--- src/rtl/core/file_directory_table_top_assert.svh ---
// Assertion macros used by the directory top
`ifndef FILE_DIRECTORY_TABLE_TOP_ASSERT_SVH
`define FILE_DIRECTORY_TABLE_TOP_ASSERT_SVH

// same-cycle implication
`define FDT_ASSERT_NOW(lbl, ante, cons) \
  lbl: assert property (@(posedge clk) disable iff (!rst_n) (ante) |-> (cons)) \
    else $error("directory assertion failed");

// next-cycle implication
`define FDT_ASSERT_NEXT(lbl, ante, cons) \
  lbl: assert property (@(posedge clk) disable iff (!rst_n) (ante) |=> (cons)) \
    else $error("directory assertion failed");

`endif

--- src/rtl/core/fdt_pkg.sv ---
package fdt_pkg;

  localparam int KEY_W  = 64;
  localparam int SIZE_W = 16;
  localparam int SLOT_W = 4;

  typedef enum logic [1:0] {
    MODE_CREATE  = 2'd0,
    MODE_FIND    = 2'd1,
    MODE_REMOVE  = 2'd2,
    MODE_SETSIZE = 2'd3
  } fdt_mode_t;

  typedef enum logic [1:0] {
    ST_OK      = 2'd0,
    ST_FULL    = 2'd1,
    ST_EXISTS  = 2'd2,
    ST_MISSING = 2'd3
  } fdt_status_t;

  typedef enum logic [1:0] {
    S_IDLE,
    S_SCAN,
    S_DRAIN,
    S_ACT
  } fdt_state_t;

  typedef struct packed {
    logic              name_we;
    logic              size_we;
    logic [KEY_W-1:0]  name;
    logic [SIZE_W-1:0] size;
  } fdt_wr_t;

endpackage

--- src/rtl/core/fdt_store.sv ---
module fdt_store
  import fdt_pkg::*;
#(
  parameter int ENTRIES = 15,
  parameter int IDX_W   = 4
) (
  input  logic              clk,
  input  logic              rd_en,
  input  logic [IDX_W-1:0]  rd_addr,
  output logic [KEY_W-1:0]  rd_name,
  output logic [SIZE_W-1:0] rd_size,
  input  logic [IDX_W-1:0]  wr_addr,
  input  fdt_wr_t           wr
);

  logic [KEY_W-1:0]  name_mem [ENTRIES];
  logic [SIZE_W-1:0] size_mem [ENTRIES];

  always_ff @(posedge clk) begin
    if (wr.name_we) begin
      name_mem[wr_addr] <= wr.name;
    end
    if (wr.size_we) begin
      size_mem[wr_addr] <= wr.size;
    end
  end

  always_ff @(posedge clk) begin
    if (rd_en) begin
      rd_name <= name_mem[rd_addr];
      rd_size <= size_mem[rd_addr];
    end
  end

endmodule

--- src/rtl/core/file_directory_table_top.sv ---
// File directory table.
// Input channel (in_valid/in_ready) takes one command beat: in_mode selects
// create, find, remove or set size, in_name_key is the NUL-padded name and
// in_new_size the size for set size. Each command yields exactly one result
// beat on the output channel (out_valid/out_ready): out_status, out_slot and
// out_entry_size.
// A command scans every slot through one name comparator, one slot per
// cycle from the name/size memory (registered read). The result becomes
// valid in the same cycle that in_ready rises again, so a new command is
// taken only after the last one has passed its scan, drain and act steps;
// the slot scan sets the command rate.
// Reset (synchronous, rst_n low) clears all used flags and leaves the
// directory empty; no clearing pass is needed, names and sizes are only
// read from used slots.
// If the receiver stalls, the finished result holds in the output register.
// A following command is still accepted and scanned; its sequencer then
// waits at its final step, before touching the table, until that result
// has gone.
module file_directory_table_top
  import fdt_pkg::*;
#(
  parameter int ENTRIES    = 15,
  parameter int NAME_BYTES = 8
) (
  input  logic              clk,
  input  logic              rst_n,
  input  logic              in_valid,
  output logic              in_ready,
  input  logic [1:0]        in_mode,
  input  logic [KEY_W-1:0]  in_name_key,
  input  logic [SIZE_W-1:0] in_new_size,
  output logic              out_valid,
  input  logic              out_ready,
  output logic [1:0]        out_status,
  output logic [SLOT_W-1:0] out_slot,
  output logic [SIZE_W-1:0] out_entry_size
);

`include "file_directory_table_top_assert.svh"

  localparam int IDX_W = (ENTRIES > 1) ? $clog2(ENTRIES) : 1;
  localparam logic [IDX_W-1:0] LAST_IDX = IDX_W'(ENTRIES - 1);

  fdt_state_t state_r, state_nxt;

  fdt_mode_t         mode_r;
  logic [KEY_W-1:0]  key_r;
  logic [SIZE_W-1:0] new_size_r;
  logic [KEY_W-1:0]  key_norm;

  logic [IDX_W-1:0]  idx_r, idx_nxt;
  logic              cmp_vld_r;
  logic [IDX_W-1:0]  cmp_idx_r;
  logic              hit_r, hit_nxt, free_r, free_nxt;
  logic [IDX_W-1:0]  hit_idx_r, hit_idx_nxt, free_idx_r, free_idx_nxt;
  logic [SIZE_W-1:0] hit_size_r, hit_size_nxt;
  logic [ENTRIES-1:0] used_r, used_nxt;

  logic              out_valid_r;
  fdt_status_t       out_status_r;
  logic [SLOT_W-1:0] out_slot_r;
  logic [SIZE_W-1:0] out_entry_size_r;

  logic [KEY_W-1:0]  rd_name;
  logic [SIZE_W-1:0] rd_size;
  logic              rd_en;
  logic              accept, act_go, match;

  fdt_wr_t           wr;
  fdt_status_t       res_status;
  logic [IDX_W-1:0]  res_idx;
  logic [SIZE_W-1:0] res_size;
  logic              set_used, clr_used;

  // keep bytes up to the first NUL and below NAME_BYTES
  always_comb begin
    logic alive;
    alive    = 1'b1;
    key_norm = '0;
    for (int i = 0; i < 8; i++) begin
      alive = alive && (in_name_key[8*i +: 8] != 8'h00) && (i < NAME_BYTES);
      if (alive) begin
        key_norm[8*i +: 8] = in_name_key[8*i +: 8];
      end
    end
  end

  fdt_store #(
    .ENTRIES (ENTRIES),
    .IDX_W   (IDX_W)
  ) u_store (
    .clk     (clk),
    .rd_en   (rd_en),
    .rd_addr (idx_r),
    .rd_name (rd_name),
    .rd_size (rd_size),
    .wr_addr (res_idx),
    .wr      (wr)
  );

  // next state
  always_comb begin
    state_nxt = state_r;
    case (state_r)
      S_IDLE:  if (in_valid) state_nxt = S_SCAN;
      S_SCAN:  if (idx_r == LAST_IDX) state_nxt = S_DRAIN;
      S_DRAIN: state_nxt = S_ACT;
      S_ACT:   if (!out_valid_r || out_ready) state_nxt = S_IDLE;
      default: state_nxt = S_IDLE;
    endcase
  end

  // control outputs
  always_comb begin
    in_ready = 1'b0;
    rd_en    = 1'b0;
    act_go   = 1'b0;
    case (state_r)
      S_IDLE:  in_ready = 1'b1;
      S_SCAN:  rd_en    = 1'b1;
      S_DRAIN: ;
      S_ACT:   act_go   = !out_valid_r || out_ready;
      default: ;
    endcase
  end

  assign accept = in_valid && in_ready;
  assign match  = cmp_vld_r && used_r[cmp_idx_r] && (rd_name == key_r);

  // scan bookkeeping
  always_comb begin
    idx_nxt      = rd_en ? idx_r + IDX_W'(1) : idx_r;
    hit_nxt      = hit_r;
    hit_idx_nxt  = hit_idx_r;
    hit_size_nxt = hit_size_r;
    free_nxt     = free_r;
    free_idx_nxt = free_idx_r;
    if (accept) begin
      idx_nxt  = '0;
      hit_nxt  = 1'b0;
      free_nxt = 1'b0;
    end else if (cmp_vld_r) begin
      if (match && !hit_r) begin
        hit_nxt      = 1'b1;
        hit_idx_nxt  = cmp_idx_r;
        hit_size_nxt = rd_size;
      end
      if (!used_r[cmp_idx_r] && !free_r) begin
        free_nxt     = 1'b1;
        free_idx_nxt = cmp_idx_r;
      end
    end
  end

  // command result and table update
  always_comb begin
    res_status = ST_OK;
    res_idx    = hit_idx_r;
    res_size   = hit_size_r;
    set_used   = 1'b0;
    clr_used   = 1'b0;
    wr         = '0;
    wr.name    = key_r;
    case (mode_r)
      MODE_CREATE: begin
        res_idx  = free_idx_r;
        res_size = '0;
        if (hit_r) begin
          res_status = ST_EXISTS;
        end else if (!free_r) begin
          res_status = ST_FULL;
        end else begin
          set_used   = 1'b1;
          wr.name_we = 1'b1;
          wr.size_we = 1'b1;
        end
      end
      MODE_REMOVE: begin
        res_size = '0;
        if (hit_r) begin
          clr_used   = 1'b1;
          wr.size_we = 1'b1;
        end
      end
      MODE_SETSIZE: begin
        res_size = new_size_r;
        if (hit_r) begin
          wr.size_we = 1'b1;
          wr.size    = new_size_r;
        end
      end
      default: ;
    endcase
    if (mode_r != MODE_CREATE && !hit_r) begin
      res_status = ST_MISSING;
    end
    if (res_status != ST_OK) begin
      res_idx  = '0;
      res_size = '0;
    end
    if (!act_go) begin
      set_used = 1'b0;
      clr_used = 1'b0;
      wr.name_we = 1'b0;
      wr.size_we = 1'b0;
    end
    used_nxt = used_r;
    if (set_used) used_nxt[res_idx] = 1'b1;
    if (clr_used) used_nxt[res_idx] = 1'b0;
  end

  always_ff @(posedge clk) begin
    if (!rst_n) begin
      state_r     <= S_IDLE;
      used_r      <= '0;
      cmp_vld_r   <= 1'b0;
      out_valid_r <= 1'b0;
    end else begin
      state_r   <= state_nxt;
      used_r    <= used_nxt;
      cmp_vld_r <= rd_en;
      if (act_go) begin
        out_valid_r <= 1'b1;
      end else if (out_ready) begin
        out_valid_r <= 1'b0;
      end
    end
  end

  always_ff @(posedge clk) begin
    if (accept) begin
      mode_r     <= fdt_mode_t'(in_mode);
      key_r      <= key_norm;
      new_size_r <= in_new_size;
    end
    cmp_idx_r  <= idx_r;
    idx_r      <= idx_nxt;
    hit_r      <= hit_nxt;
    hit_idx_r  <= hit_idx_nxt;
    hit_size_r <= hit_size_nxt;
    free_r     <= free_nxt;
    free_idx_r <= free_idx_nxt;
    if (act_go) begin
      out_status_r     <= res_status;
      out_slot_r       <= SLOT_W'(res_idx);
      out_entry_size_r <= res_size;
    end
  end

  assign out_valid      = out_valid_r;
  assign out_status     = out_status_r;
  assign out_slot       = out_slot_r;
  assign out_entry_size = out_entry_size_r;

  `FDT_ASSERT_NOW(a_no_cmp_idle, accept, !cmp_vld_r)
  `FDT_ASSERT_NOW(a_hit_used, state_r == S_ACT && hit_r, used_r[hit_idx_r])
  `FDT_ASSERT_NEXT(a_create_sets, set_used, used_r[$past(res_idx)] && out_status_r == ST_OK)
  `FDT_ASSERT_NEXT(a_one_change, 1'b1,
                   $countones(used_r) <= $past($countones(used_r)) + 1)

endmodule

--- config.mk ---
export PLATFORM = sky130hd
export DESIGN_NAME = file_directory_table_top
export DESIGN_NICKNAME = d
export VERILOG_FILES = /design/src/rtl/core/fdt_pkg.sv /design/src/rtl/core/fdt_store.sv /design/src/rtl/core/file_directory_table_top.sv
export VERILOG_INCLUDE_DIRS = /design/src /design/src/rtl/core
export SDC_FILE = /design/constraint.sdc
export NUM_CORES = 1
export LEC_CHECK = 0
export ABC_AREA = 1
export BUFFER_PORTS_ARGS = -buffer_cell sky130_fd_sc_hd__buf_2
export CAP_MARGIN = 20
export CORE_MARGIN = 1
export CORE_UTILIZATION = 30
export DETAILED_ROUTE_END_ITERATION = 8
export HOLD_SLACK_MARGIN = 0.15
export SETUP_SLACK_MARGIN = 0.1
export SYNTH_ARGS = -nofsm -noshare
export SYNTH_HDL_FRONTEND = slang
export SYNTH_SLANG_ARGS = --single-unit
--- constraint.sdc ---
create_clock -name clk -period 5.1 [get_ports clk]
set_input_delay 1.02 -clock clk [delete_from_list [all_inputs] [get_ports clk]]
set_output_delay 1.02 -clock clk [all_outputs]
set_load 0.03 [all_outputs]
==> run summary, run 1 <==
=========================================================================================
Wire length of the first global-routing pass                                   218,200 um
Clock slew at reported path FFs                                                   0.06 ns
Horizontal die dimension                                                         437.6 um
Overall die area                                                             191,500 sq um
Clock insertion delay at the later pin of the skew report                         0.82 ns
Total power density per cell area                                            493.2 nW/um^2
Area of the mapped netlist                                                   56,920 sq um
Vertical die dimension                                                           437.6 um
Global-route congestion overflow total                                                  0
Total detailed-routing wirelength                                              146,700 um
IR Drop Worst-Case VDD                                                        0.0004314 V
Leakage power                                                                    22.28 nW
Fill cells                                                                         18,180
Path type of the worst setup path                                            flop to flop
Proportion of register bits with asynchronous set or reset after synthesis              0
Cell count after synthesis                                                          4,431
Layout cells sized above 1                                                         0.1044
I/O Buffers                                                                           109
Dominant cells by area after synthesis                                       sky130_fd_sc_hd__edfxtp_1, sky130_fd_sc_hd__nor2_1, sky130_fd_sc_hd__o21ai_0
Count of flip-flops with a built-in enable after synthesis                          1,408
Top flip-flop cell by instance count after synthesis                         sky130_fd_sc_hd__edfxtp_1
Number of clock sinks                                                               1,437
Final number of max-transition violations                                               0
Kind of capture point of the worst setup path                                        flop
Max-cap check violation count                                                           0
Standard cell area after detailed placement                                  60,680 sq um
First DRT Iteration DRCs                                                            3,856
Final critical-path setup slack                                                  1.111 ns
Number of unique standard cell types used by synthesis                                 42
Number of placed I/O pins                                                             110
GR Util All Layers                                                                 0.1496
Core box area                                                                188,200 sq um
Cell Rows                                                                             159
Placement Setup Slack                                                            1.133 ns
Slew @ Worst Pin                                                                 1.070 ns
Antenna viol nets, final                                                                0
Routed WL per cell                                                               20.53 um
Mean area per synthesized cell                                                12.85 sq um
Portion of the post-synthesis area used by sequential elements                     0.7530
Post-CTS Setup Bufs                                                                     0
Initial cell density of the core                                                   0.3025
Setup repair after global routing missed its margin                                    no
# setup viols final                                                                     0
Worst-path fanout max                                                                  31
Post_cts resized                                                                        0
Violated checks                                                              design-rule violations
Count of H-tree levels built during CTS                                                 4
Post-route cell area                                                         65,770 sq um
Final worst path period share                                                      0.7821
Via total after detailed routing                                                   35,720
DR pass1 iterations                                                                     7
Half-perimeter wire length after placement                                      79,850 um
Clock buffers created by TritonCTS                                                    154
# nets final                                                                        4,619
Synth-to-Final Area Change                                                         15.55%
Initial antenna violation count                                                         5
Vias per cell                                                                       5.001
Biggest area consumer among synthesized cells                                sky130_fd_sc_hd__edfxtp_1
Proportion of netlist area held by the largest area contributor                    0.7428
Rel. slew slack                                                                    0.2850
Startpoint type of the worst setup path                                              flop
Pin count of the biggest net entering global routing                                  181
Net count after synthesis                                                           4,523
Root buffer selected by CTS                                                  sky130_fd_sc_hd__clkbuf_16
Synth cell count leaders                                                     sky130_fd_sc_hd__edfxtp_1, sky130_fd_sc_hd__nor2_1, sky130_fd_sc_hd__nand2_1
Data arrival at the endpoint of the critical path                                 4.46 ns
Post-route worst hold slack                                                     0.3999 ns
Final Hold Fails                                                                        0
Cell with the most instances after synthesis                                 sky130_fd_sc_hd__edfxtp_1
CP required                                                                       5.57 ns
HP Class                                                                     input pin to flop
Via count of the first global-routing pass                                         34,020
Maximum clock path buffer count                                                         3
Clock tree from TritonCTS                                                            done
Status                                                                       finished, violations left
Yosys warning count                                                                     0
Maximum clock skew at final layout                                             0.06648 ns
Count of unresolved DRC violations after routing                                       10
Hold-fix buffers, CTS                                                                   0
Minimum clock period after layout                                                3.989 ns
Routability cong.                                                                  0.8025
Fmax                                                                           0.2507 GHz
Number of register bits inferred by synthesis                                       1,437
=========================================================================================
-- worst paths after layout --
path | startpoint | slack (ns) | end | cells past startpoint
hold / removal | in_name_key[5] | 0.40 | key_r[5] | 1
setup / recovery | mode_r[1] | 1.11 | u_store.name_mem[7][27] | 7
hold reg to reg | u_store.rd_size[7] | 0.42 | hit_size_r[7] | 0
setup reg to reg | mode_r[1] | 1.11 | u_store.name_mem[7][27] | 7
-- through the flow --
stage | utilization | std cells | TNS, ns | total power, mW
finish | 0.3495 | 7143 | 0 | 32.44
global route | 0.3495 | 7143 | 0 | 33.90
CTS | 0.3488 | 7131 | 0 | 32.63
global placement | 0.3224 | 6855 | 0 | 21.62
floorplan | - | 4431 | -213.77 | 19.25
detailed placement | 0.3224 | 6855 | 0 | 21.73
-- cell families (layout without fill, tap and decap cells) --
family / after synthesis / after routing / share of synthesized area
AOI/OAI and AO/OA: 1044 / 1044 / 0.1086
DFF: 1437 / 1437 / 0.7530
adders and majority gates: 6 / 6 / 0.001319
xor gates and xnor gates: 7 / 7 / 0.001077
buffers and inverters: 480 / 696 / 0.03326
and+or+nand+nor: 1457 / 1457 / 0.1028
other: 0 / 1 / 0
-- routing by layer --
layer  share of wire  vias to the layer above  global-route usage  routed length (um)
li1                -                    16330                   -                   -
met1            0.46                    17910              0.2156               66840
met2            0.45                     1277              0.2288               66320
met3           0.068                      207             0.02745               10010
met4           0.024                        2             0.04326                3487
met5        0.000089                        -                   0                  13
-- layout make-up --
type,instances,area [sq um],area share
inverters,209,817.0,0.01242
diodes,1,2.502,0.00003805
clock inverters,94,1015,0.01543
multi-input cells,2514,12280,0.1868
repair buffers,211,1698,0.02581
clock buffers,182,3959,0.06019
well taps,2495,3122,0.04746
flip-flops and latches,1437,42880,0.6519
-- critical path: stages (launching register included) --
cell,delay (ns)
sky130_fd_sc_hd__edfxtp_1,0.71
sky130_fd_sc_hd__inv_4,0.30
sky130_fd_sc_hd__nand2_2,0.16
sky130_fd_sc_hd__nor3_2,0.37
sky130_fd_sc_hd__nand2_1,0.65
sky130_fd_sc_hd__buf_4,0.45
sky130_fd_sc_hd__nor2_4,0.67
sky130_fd_sc_hd__buf_12,0.33
-- cell usage in the layout, fill, tap and decap left out, drive strengths merged, types with 2 or more instances in the layout --
cell | Yosys | final
nand3 | 113 | 113
xor2 | 7 | 7
o21bai | 2 | 2
o22ai | 57 | 57
o21ai | 539 | 539
o211ai | 68 | 68
clkinvlp | 0 | 6
nor4 | 5 | 5
nand2 | 555 | 555
nor3 | 7 | 7
inv | 207 | 215
buf | 76 | 209
o221ai | 184 | 184
edfxtp | 1408 | 1408
nand4 | 13 | 13
dfxtp | 29 | 29
ha | 6 | 6
bufinv | 0 | 11
nor2 | 760 | 760
a21oi | 192 | 192
clkbuf | 195 | 184
clkinv | 2 | 71
-- report_power, final --
part / switching [mW] / internal [mW]
Sequential: 0.822 / 14.1
Combinational: 4.73 / 1.91
Clock: 4.74 / 6.18
-- state kept, by name, summed over array words and instances, names as in the netlist, 15 cells and up --
signal / cells
u_store.name_mem: 960
new_size_r: 16
used_r: 15
u_store.size_mem: 240
out_entry_size: 16
key_r: 64
hit_size_r: 16
u_store.rd_name: 64
u_store.rd_size: 16
(Power assumes the default switching activity.)
==> run 2: changes to the inputs <==
==> constraint.sdc (replaced) <==
create_clock -name clk -period 3.6 [get_ports clk]
set_input_delay 0.72 -clock clk [delete_from_list [all_inputs] [get_ports clk]]
set_output_delay 0.72 -clock clk [all_outputs]
set_load 0.03 [all_outputs]
==> run 2 against run 1 <==
Effect of this change:
- the flow still finishes with violations (design-rule violations)
- die area unchanged
- routed wire length up 5.4%
- sequential power grew 40%
- register-to-register slack worse by 0.59 ns
- combinational power grew 50%
- via count grew 1.9%
- clock power increased by 42%
- worst setup slack worse by 0.59 ns
- critical path type unchanged
==> run summary, run 2 (synthesis results as in run 1) <==
============================================================================
Via count of the first global-routing pass                            35,020   +3.0%
Violated checks                                                 design-rule violations
Kind of capture point of the worst setup path                           flop
Fill cells                                                            18,200   +0.14%
Post-Layout Cell Count                                                 7,213   +0.98%
Rel. slew slack                                                       0.2291   -0.05592
Count of H-tree levels built during CTS                                    4   unchanged
Most common library cell in the layout ignoring fill and taps   sky130_fd_sc_hd__edfxtp_1
Worst-path fanout max                                                     17   -45%
Routed WL per cell                                                  21.43 um   +4.4%
Initial antenna violation count                                            2   -3
Count of unresolved DRC violations after routing                          22   +12
Overall die area                                                191,500 sq um   unchanged
Registers with the most flip-flops                              u_store.name_mem (960), u_store.size_mem (240)
I/O Buffers                                                              109   unchanged
Global-route congestion overflow total                                     0   unchanged
Synth-to-Final Area Change                                            16.98%
Minimum clock period after layout                                   3.079 ns   -0.9096 ns
Minimum setup slack among reg-to-reg paths                           0.52 ns   -0.59 ns
Root buffer selected by CTS                                     sky130_fd_sc_hd__clkbuf_16
Antenna viol nets, final                                                   0   unchanged
Half-perimeter wire length after placement                         85,790 um   +7.4%
Core box area                                                   188,200 sq um   unchanged
CP required                                                          4.12 ns   -1.45 ns
Maximum clock path buffer count                                            3   unchanged
Wire length of the first global-routing pass                      228,500 um   +4.7%
# nets final                                                           4,692   +1.6%
Number of clock sinks                                                  1,437   unchanged
Cell Rows                                                                159   unchanged
Placed Cells incl. Taps                                                6,914   +0.86%
Clock slew at reported path FFs                                      0.06 ns   about the same
Path type of the worst setup path                               flop to flop
Layout cells sized above 1                                            0.1101   +0.005682
Launching instance or port of the critical path                    mode_r[1]
HP Class                                                        input pin to flop
Maximum clock skew at final layout                                0.07420 ns   +0.007726 ns
Vertical die dimension                                              437.6 um   unchanged
Final number of max-transition violations                                  0   unchanged
Final Hold Fails                                                           0   unchanged
Number of placed I/O pins                                                110   unchanged
Pin count of the biggest net entering global routing                     206   +14%
Start point of the worst hold path                              in_name_key[27]
Fmax                                                              0.3248 GHz   +30%
Routability cong.                                                     0.8222   +2.5%
Clock tree from TritonCTS                                               done
First DRT Iteration DRCs                                               4,235   +9.8%
Via total after detailed routing                                      36,400   +1.9%
GR Util All Layers                                                    0.1581   +0.008513
Slew @ Worst Pin                                                    1.156 ns   +0.08642 ns
Status                                                          finished, violations left
Total power density per cell area                               695.7 nW/um^2   +41%
Clock insertion delay at the later pin of the skew report            0.84 ns   +0.02 ns
Final worst path period share                                         0.8553   +0.07320
Highest-count cells in the layout ignoring fill and taps        sky130_fd_sc_hd__edfxtp_1, sky130_fd_sc_hd__nor2_1, sky130_fd_sc_hd__nand2_1
Horizontal die dimension                                            437.6 um   unchanged
Post_cts resized                                                           0   unchanged
Placement Setup Slack                                              0.3719 ns   -0.7609 ns
Leakage power                                                       22.65 nW   +1.7%
Final critical-path setup slack                                    0.5210 ns   -0.5904 ns
Clock buffers created by TritonCTS                                       153   -0.65%
Initial cell density of the core                                      0.3025   unchanged
Setup repair after global routing missed its margin                       no
Max-cap check violation count                                              0   unchanged
Startpoint type of the worst setup path                                 flop
Total detailed-routing wirelength                                 154,600 um   +5.4%
Vias per cell                                                          5.046   +0.90%
DR pass1 iterations                                                        8   +1
Number of flip-flops in the largest register                             960   unchanged
# setup viols final                                                        0   unchanged
Register with the most flip-flops                               u_store.name_mem
Data arrival at the endpoint of the critical path                    3.60 ns   -0.86 ns
IR Drop Worst-Case VDD                                           0.0008546 V   +98%
Crit Reg-Reg Startpoint                                            mode_r[1]
============================================================================
[run 2: final timing paths]
check                           endpoint  depth (start not counted)
setup / recovery  u_store.name_mem[4][0]                         10
hold / removal                 key_r[27]                          3
setup reg to reg  u_store.name_mem[4][0]                         10
hold reg to reg            hit_size_r[3]                          0
[run 2: cell type report]
class                           instances  area (sq um)  share of cell area
Tap cell                             2495          3122             0.04688
Timing Repair Buffer                  285          2557             0.03841
Sequential cell                      1437         42880              0.6439
Clock inverter                         79         904.6             0.01359
Clock buffer                          192          4016             0.06032
Antenna cell                            2         5.005          0.00007516
Multi-Input combinational cell       2514         12280              0.1845
Inverter                              209         822.0             0.01235
[run 2: routing by layer]
layer / track usage / share of wire
met1: 0.2199 / 0.44
met2: 0.2477 / 0.46
met3: 0.03169 / 0.079
met4: 0.04873 / 0.024
met5: 0 / 0
[run 2: what timing repair did]
item | 4_1_cts | 5_1_grt
buffers inserted | 0 | 0
hold buffers | 26 | 0
endpoints found under the hold margin | 26 | 0
[run 2: critical path: stages (launching register included)]
cell and delay [ns]:
sky130_fd_sc_hd__edfxtp_1 0.53, sky130_fd_sc_hd__inv_4 0.24, sky130_fd_sc_hd__nand2_2 0.17, sky130_fd_sc_hd__nand2_1 0.09, sky130_fd_sc_hd__nand2_1 0.11, sky130_fd_sc_hd__nand2_2 0.16
sky130_fd_sc_hd__inv_1 0.10, sky130_fd_sc_hd__nor2_4 0.21, sky130_fd_sc_hd__nand2_1 0.18, sky130_fd_sc_hd__nor2_4 0.72, sky130_fd_sc_hd__buf_12 0.26
[run 2: where the power goes]
| group | switching, mW | internal [mW] | total (mW) |
|---|---|---|---|
| registers | 0.977 | 19.9 | 20.9 |
| clock network | 6.76 | 8.73 | 15.5 |
| logic | 7.09 | 2.86 | 9.95 |
| total | 14.8 | 31.5 | 46.3 |
[run 2: stage by stage]
stage / area, sq um / total power, mW / hold slack [ns] / utilization / TNS (ns)
after floorplan: 56970 / 27.27 / 0.3290 / - / -342.65
after global placement: 61400 / 30.96 / 0.4019 / 0.3263 / 0
after detailed placement: 61400 / 31.10 / 0.4045 / 0.3263 / 0
after CTS: 66580 / 46.56 / 0.1504 / 0.3538 / 0
after global routing: 66590 / 48.33 / 0.1958 / 0.3538 / 0
final: 66590 / 46.32 / 0.2009 / 0.3538 / 0
